## config.mk

```make
export PLATFORM = sky130hd
export DESIGN_NAME = mkh_ctrl
export DESIGN_NICKNAME = d
export VERILOG_FILES = /design/src/design/mkh_pkg.sv /design/src/design/mkh_ctrl.sv
export SDC_FILE = /design/constraint.sdc
export NUM_CORES = 1
export LEC_CHECK = 0
export ABC_CLOCK_PERIOD_IN_PS = 4100
export BUFFER_PORTS_ARGS = -buffer_cell sky130_fd_sc_hd__buf_4
export CAP_MARGIN = 20
export CORE_MARGIN = 3
export CORE_UTILIZATION = 30
export DETAILED_ROUTE_END_ITERATION = 8
export GPL_TIMING_DRIVEN = 0
export PLACE_DENSITY = 0.54
export SYNTH_ARGS = -nofsm -noshare
export SYNTH_HDL_FRONTEND = slang
export SYNTH_SLANG_ARGS = --single-unit
```

## constraint.sdc

```tcl
create_clock -name clk -period 4.1 [get_ports clk]
set_clock_uncertainty 0.15 [all_clocks]
set_input_delay 0.82 -clock clk [delete_from_list [all_inputs] [get_ports clk]]
set_output_delay 0.82 -clock clk [all_outputs]
set_load 0.01 [all_outputs]
```

## src/design/mkh_pkg.sv

```systemverilog
// shared types, codes and helpers for the multilinear kinematic hysteresis block
// no dependencies
package mkh_pkg;

  localparam logic [2:0] OP_LOAD         = 3'd0;
  localparam logic [2:0] OP_TRIAL        = 3'd1;
  localparam logic [2:0] OP_COMMIT       = 3'd2;
  localparam logic [2:0] OP_REVERT_LAST  = 3'd3;
  localparam logic [2:0] OP_REVERT_START = 3'd4;

  localparam int SPAN_W  = 33;
  localparam int MUL_A_W = 34;
  localparam int TAN_W   = 48;
  localparam int SUM_W   = 40;
  localparam int DIV_N_W = 61;
  localparam int DIV_D_W = 33;
  localparam int FRAC_SH = 28;
  localparam int MUL_CHUNK = 16;
  localparam int MUL_STEPS = TAN_W / MUL_CHUNK;

  localparam logic [4:0] CMD_NOP      = 5'd0;
  localparam logic [4:0] CMD_CAPTURE  = 5'd1;
  localparam logic [4:0] CMD_LOAD_BAD = 5'd2;
  localparam logic [4:0] CMD_LOAD_ST  = 5'd3;
  localparam logic [4:0] CMD_LOAD_WR  = 5'd4;
  localparam logic [4:0] CMD_TR_CLASS = 5'd5;
  localparam logic [4:0] CMD_TR_INC   = 5'd6;
  localparam logic [4:0] CMD_TR_PICK  = 5'd7;
  localparam logic [4:0] CMD_TR_START = 5'd8;
  localparam logic [4:0] CMD_TR_WR    = 5'd9;
  localparam logic [4:0] CMD_CM_INIT  = 5'd10;
  localparam logic [4:0] CMD_CM_STRN  = 5'd11;
  localparam logic [4:0] CMD_CM_START = 5'd12;
  localparam logic [4:0] CMD_CM_WR    = 5'd13;
  localparam logic [4:0] CMD_CM_COPY  = 5'd14;
  localparam logic [4:0] CMD_RL_COPY  = 5'd15;
  localparam logic [4:0] CMD_RV_INIT  = 5'd16;
  localparam logic [4:0] CMD_RV_START = 5'd17;
  localparam logic [4:0] CMD_RV_WR    = 5'd18;
  localparam logic [4:0] CMD_OUT_LOAD = 5'd19;

  typedef struct packed {
    logic [4:0] code;
  } cmd_t;

  typedef struct packed {
    logic [2:0] op;
    logic       load_bad;
    logic       x_eq;
    logic       t_zero;
    logic       tr_mid;
    logic       scan_more;
    logic       mul_done;
    logic       div_done;
    logic       idx_last;
    logic       out_free;
  } status_t;

  function automatic logic signed [31:0] sat32(input logic signed [SUM_W-1:0] v);
    logic signed [31:0] r;
    if (v > $signed(40'sh007FFFFFFF)) r = 32'sh7FFFFFFF;
    else if (v < $signed(40'shFF80000000)) r = 32'sh80000000;
    else r = v[31:0];
    return r;
  endfunction

endpackage

```

## src/design/mkh_ctrl.sv

```systemverilog
// controller: sequences one word at a time through the datapath
// uses mkh_pkg
module mkh_ctrl (
  input  logic              clk,
  input  logic              rst_n,
  input  logic              in_valid,
  output logic              in_stall,
  input  mkh_pkg::status_t  st,
  output mkh_pkg::cmd_t     cmd
);

  localparam logic [3:0] S_IDLE   = 4'd0;
  localparam logic [3:0] S_DISP   = 4'd1;
  localparam logic [3:0] S_LDIV   = 4'd2;
  localparam logic [3:0] S_TSCAN  = 4'd3;
  localparam logic [3:0] S_TSTART = 4'd4;
  localparam logic [3:0] S_TMUL   = 4'd5;
  localparam logic [3:0] S_CSTRN  = 4'd6;
  localparam logic [3:0] S_CSTART = 4'd7;
  localparam logic [3:0] S_CMUL   = 4'd8;
  localparam logic [3:0] S_RSTART = 4'd9;
  localparam logic [3:0] S_RMUL   = 4'd10;
  localparam logic [3:0] S_FIN    = 4'd11;

  logic [3:0] state_r, state_nxt;

  always_ff @(posedge clk) begin
    if (!rst_n) state_r <= S_IDLE;
    else state_r <= state_nxt;
  end

  assign in_stall = state_r != S_IDLE;

  always_comb begin
    state_nxt = state_r;
    cmd.code  = mkh_pkg::CMD_NOP;
    case (state_r)
      S_IDLE: begin
        if (in_valid) begin
          cmd.code  = mkh_pkg::CMD_CAPTURE;
          state_nxt = S_DISP;
        end
      end
      S_DISP: begin
        case (st.op)
          mkh_pkg::OP_LOAD: begin
            if (st.load_bad) begin
              cmd.code  = mkh_pkg::CMD_LOAD_BAD;
              state_nxt = S_FIN;
            end else begin
              cmd.code  = mkh_pkg::CMD_LOAD_ST;
              state_nxt = S_LDIV;
            end
          end
          mkh_pkg::OP_TRIAL: begin
            if (st.x_eq) begin
              state_nxt = S_FIN;
            end else begin
              cmd.code  = mkh_pkg::CMD_TR_CLASS;
              state_nxt = st.tr_mid ? S_TSTART : S_TSCAN;
            end
          end
          mkh_pkg::OP_COMMIT: begin
            if (st.t_zero) begin
              cmd.code  = mkh_pkg::CMD_CM_COPY;
              state_nxt = S_FIN;
            end else begin
              cmd.code  = mkh_pkg::CMD_CM_INIT;
              state_nxt = S_CSTRN;
            end
          end
          mkh_pkg::OP_REVERT_LAST: begin
            cmd.code  = mkh_pkg::CMD_RL_COPY;
            state_nxt = S_FIN;
          end
          mkh_pkg::OP_REVERT_START: begin
            cmd.code  = mkh_pkg::CMD_RV_INIT;
            state_nxt = S_RSTART;
          end
          default: state_nxt = S_FIN;
        endcase
      end
      S_LDIV: begin
        if (st.div_done) begin
          cmd.code  = mkh_pkg::CMD_LOAD_WR;
          state_nxt = S_FIN;
        end
      end
      S_TSCAN: begin
        if (st.scan_more) begin
          cmd.code = mkh_pkg::CMD_TR_INC;
        end else begin
          cmd.code  = mkh_pkg::CMD_TR_PICK;
          state_nxt = S_TSTART;
        end
      end
      S_TSTART: begin
        cmd.code  = mkh_pkg::CMD_TR_START;
        state_nxt = S_TMUL;
      end
      S_TMUL: begin
        if (st.mul_done) begin
          cmd.code  = mkh_pkg::CMD_TR_WR;
          state_nxt = S_FIN;
        end
      end
      S_CSTRN: begin
        cmd.code  = mkh_pkg::CMD_CM_STRN;
        state_nxt = S_CSTART;
      end
      S_CSTART: begin
        cmd.code  = mkh_pkg::CMD_CM_START;
        state_nxt = S_CMUL;
      end
      S_CMUL: begin
        if (st.mul_done) begin
          cmd.code  = mkh_pkg::CMD_CM_WR;
          state_nxt = st.idx_last ? S_FIN : S_CSTRN;
        end
      end
      S_RSTART: begin
        cmd.code  = mkh_pkg::CMD_RV_START;
        state_nxt = S_RMUL;
      end
      S_RMUL: begin
        if (st.mul_done) begin
          cmd.code  = mkh_pkg::CMD_RV_WR;
          state_nxt = st.idx_last ? S_FIN : S_RSTART;
        end
      end
      S_FIN: begin
        if (st.out_free) begin
          cmd.code  = mkh_pkg::CMD_OUT_LOAD;
          state_nxt = S_IDLE;
        end
      end
      default: state_nxt = S_IDLE;
    endcase
  end

endmodule

```

### Word level (Yosys, flattened, before mapping)

Cells that the tools add are included.

| storage, ports and cells | value |
|---|---|
| flip-flop bits (word level) | 4 |
| bits in latches | 0 |
| bits in writable memories | 0 |
| memory bits (read-only) | 0 |
| input bits | 15 |
| output and inout bits | 6 |
| word-level logic and storage cells | 54 |
| memories | 0 |

| operators by class | value |
|---|---|
| add/subtract/negate cells | 0 |
| multipliers | 0 |
| div/mod/pow operators | 0 |
| magnitude comparators | 0 |
| eq/ne operators | 22 |
| shift-type cells | 0 |
| muxes and demuxes | 27 |
| bitwise logic cells | 0 |
| reductions and logical operators | 4 |

Operator list:

| cell | count |
|---|---|
| one-hot mux 5 bit (12 select lines) | 1 |
| two-way mux 4 bit | 13 |
| one-hot mux 4 bit (12 select lines) | 1 |
| one-hot mux 5 bit (5 select lines) | 1 |
| == test 4 x 3 -> 1 bit (second input constant) | 4 |
| == test 4 bit (second input constant) | 4 |
| one-hot mux 4 bit (4 select lines) | 1 |
| inequality test 2 bit (second input constant) | 7 |
| two-way mux 3 bit | 4 |
| two-way mux 5 bit | 2 |
| == test 4 x 2 -> 1 bit (second input constant) | 2 |
| AND reduction 7 bit | 1 |
| == test 3 x 2 -> 1 bit (second input constant) | 2 |
| == test 4 x 1 -> 1 bit (second input constant) | 1 |
| zero test 4 bit | 1 |
| nonzero test 4 bit | 1 |
| == test 3 x 1 -> 1 bit (second input constant) | 1 |
| == test 3 bit (second input constant) | 1 |
| zero test 3 bit | 1 |
| two-way mux 1 bit | 3 |
| two-way mux 2 bit | 1 |

### Longest topological paths before layout

| logic depth | value |
|---|---|
| depth after elaboration | 4 |
| depth in mapped cells | 6 |
| gate-level depth less buffers | 5 |

### Worst setup path after synthesis

Ideal clock, no wire load.

| path | value |
|---|---|
| kind | input to output |
| from | input port st[11] in the netlist's numbering |
| to | output port cmd[3] in the netlist's numbering |
| arrival | 1599 ps |
| data required time | 3130 ps |
| slack | 1531 ps |
| cell stages on the path | 3 |
| path buffers | 0 |
| path through | nor4_1 a21oi_1 a21oi_1 |

RTL lines:

| item | line | text |
|---|---|---|
| from (decl) | mkh_ctrl.sv:8 | `input mkh_pkg::status_t st,` |
| to (decl) | mkh_ctrl.sv:9 | `output mkh_pkg::cmd_t cmd` |

==> impl_summary.log <==
[metrics] run status: completed
[metrics] IR Drop Worst-Case VDD: 224.8 uV
[metrics] synthesized area divided by synthesized cell count: 6.506 um2
[metrics] final total negative setup slack: 0 ns
[metrics] EDFF count, synth: 0
[metrics] Synth Warn #: 0
[metrics] setup violation total in the final timing report: 0
[metrics] Worst Path Arrival: about 2.0 ns
[metrics] # rows: 16
[metrics] Layout Area Growth over Synthesis: 30.22%
[metrics] largest registers: state_r: 4 flops
[metrics] PwrDens: 669.7 nW/um2
[metrics] unrepaired setup endpoints after global routing: false
[metrics] sinks on the clock net: 4
[metrics] transition at the pin with the smallest max-transition slack: 0.7266 ns
[metrics] fin nets: between 100 and 150
[metrics] Setup crit end kind: output port
[metrics] number of nets produced by synthesis: between 100 and 150
[metrics] count of cells along the worst register-to-register path: 5
[metrics] leading cell types by count after synthesis: a21oi_1, nand2_1, nor2_1, o21ai_0, inv_1
[metrics] root buffer cell: clkbuf_4
[metrics] Top-Level Pins: 21
[metrics] count of instances resized after the clock tree is built: 0
[metrics] initial cell density of the core: between 30 and 40%
[metrics] Async SR Flop Fraction: 0%
[metrics] clock transition at the registers of the reported paths: 0.04 ns
[metrics] final slew viol count: 0
[metrics] Max H-tree Level: 1
[metrics] final routed wirelength across all metal layers: 2.115 mm
[metrics] clock tree from TritonCTS: done
[metrics] drt first pass iters: 4
[metrics] initial antenna violation count: 0
[metrics] crit path launch type: input port
[metrics] most frequently used cell type in the post-synthesis netlist: a21oi_1
[metrics] dominant register cell in the synthesized netlist: dfxtp_1
[metrics] number of nets with antenna violations after detailed routing: 0
[metrics] Yosys top cell by area: dfxtp_1
[metrics] final critical-path share of the clock period: approximately 73%
[metrics] final hold viol count: 0
[metrics] sequential cell area in the final layout: between 80 and 90 um2
[metrics] via count of the first global-routing pass: about 770
[metrics] half-perimeter wire length of the detailed placement result: 1.658 mm
[metrics] cell area after technology mapping: 683.2 um2
[metrics] Worst Path Class, Setup: input port to output port
[metrics] largest fanout of any net on the critical path: 5
[metrics] pin count of the biggest net entering global routing: 11
[metrics] top area cells in the synthesized netlist: dfxtp_1, a21oi_1, o21ai_0
[metrics] chip width: 53.72 um
[metrics] share of final-layout standard cells stronger than drive strength 1: 25.78%
[metrics] buffers added on ports: 20
[metrics] WHS Path Cells: 2
[metrics] worst-case clock buffer depth: 2
[metrics] global-route wire length before repair: 3.422 mm
[metrics] synth unique cells: 39
[metrics] clock latency at the later pin of the worst-skew pair: 0.23 ns
[metrics] area share of the largest cell type after synthesis: 11.72%
[metrics] area occupied by multi-input gates: 533.0 um2
[metrics] crit path time final: between 2 and 3 ns
[metrics] cell count after synthesis: approximately 110
[metrics] largest register by flop count: state_r
[metrics] average wire per standard cell: between 10 and 15 um
[metrics] Seq/Total Area, Yosys: 11.72%
[metrics] relative max-transition margin: 50.90%
[metrics] final instance area: 889.6 um2
[metrics] final standard cell utilization of the core: 43.14%
[metrics] DRC Markers: 0
[metrics] number of buffers inserted for hold repair after clock tree synthesis: 0
[metrics] Total GRT Usage: 15.80%
[metrics] Tightest Hold Check Type: flip-flop to flip-flop
[metrics] detail-routed via count per cell: around 5.7
[metrics] number of buffers added by the clock tree synthesis step: 3
[metrics] final global-route overflow total: 0
[metrics] total via count in the routed design: between 800 and 900
[metrics] Die ar.: 2886 um2
[metrics] Seq cells post-synth: 4
[metrics] f_max: 334.3 MHz
[metrics] post-CTS setup buffers: 0
[metrics] data required time at the worst endpoint: 3.13 ns
[metrics] reported leakage power: 0.3511 nW
[metrics] minimum setup slack among reg-to-reg paths: between 2 and 2.5 ns
[metrics] instance area at placement: 867.1 um2
[metrics] core region area: 2062 um2
[metrics] flip-flop count of the largest register after layout: 4
[metrics] Diodes inserted: 0
[metrics] Detailed Route Iter0 Violations: 41
[metrics] last weighted congestion value of the routability-driven placer: 0.8836
[metrics] max capacitance violation total: 0
[metrics] y dimension of the die: 53.72 um
[metrics] layout filler cell count: 218
through the flow:
step	power (mW)	setup WS [ns]	instances	hold slack, ns
floorplan	0.3971	1.531	105	0.5091
global placement	0.5465	1.105	152	0.5769
detailed placement	0.5420	1.070	152	0.5856
CTS	0.5930	1.070	155	0.5988
global route	0.6492	0.9145	155	0.6370
finish	0.5958	1.109	155	0.5918
worst paths after layout:
check | end | startpoint
max | cmd[0] | st[11]
min | state_r[2]$_SDFFE_PN0P_ | state_r[1]$_SDFFE_PN0P_
max reg2reg | state_r[3]$_SDFFE_PN0P_ | state_r[2]$_SDFFE_PN0P_
min reg2reg | state_r[2]$_SDFFE_PN0P_ | state_r[1]$_SDFFE_PN0P_
layout by cell type (no fill, tap or decap), types with 2 or more instances in the layout:
master,count
nand2b_1,3
nor2_1,11
nor3b_1,3
buf_4,21
o221ai_1,2
inv_1,5
nor4bb_1,2
nor2b_1,3
a21boi_1,2
a21oi_1,15
dfxtp_1,4
nand2_1,13
clkbuf_1,2
clkbuf_4,4
o21ai_0,11
nor3_1,3
a32o_1,2
power by group:
| part | total [mW] | switching [mW] | internal, mW |
|---|---|---|---|
| logic | 0.475 | 0.264 | 0.211 |
| clock network | 0.0473 | 0.0147 | 0.0326 |
| registers | 0.0734 | 0.0175 | 0.0559 |
area by class of cell:
| class | instances | area share, % |
|---|---|---|
| plain buffers | 6 | 5.345 |
| clock buffers | 3 | 2.532 |
| inverters | 6 | 2.532 |
| multi-input cells | 89 | 59.92 |
| flip-flops and latches | 4 | 9.001 |
| well taps | 27 | 3.797 |
| repair buffers | 20 | 16.88 |
routing by layer:
layer	up-vias	part of all wire [%]	global-route usage (%)
li1	436	-	-
met1	401	49	22.90
met2	46	42	24.40
met3	2	8.5	3.324
met4	0	0.38	1.702
met5	-	0	0
worst max-delay path, stage by stage:
cell and delay (ns):
buf_4 0.13, nor4_1 0.58, o21ai_0 0.22, o2111ai_1 0.12, buf_4 0.15
cell families after synthesis:
group	Yosys count	share of synthesized area, %
and+or+nand+nor	44	33.70
muxes	1	1.465
buffers and inverters	12	10.26
AOI/OAI and AO/OA	44	42.86
DFF	4	11.72
(Power assumes the default switching activity.)
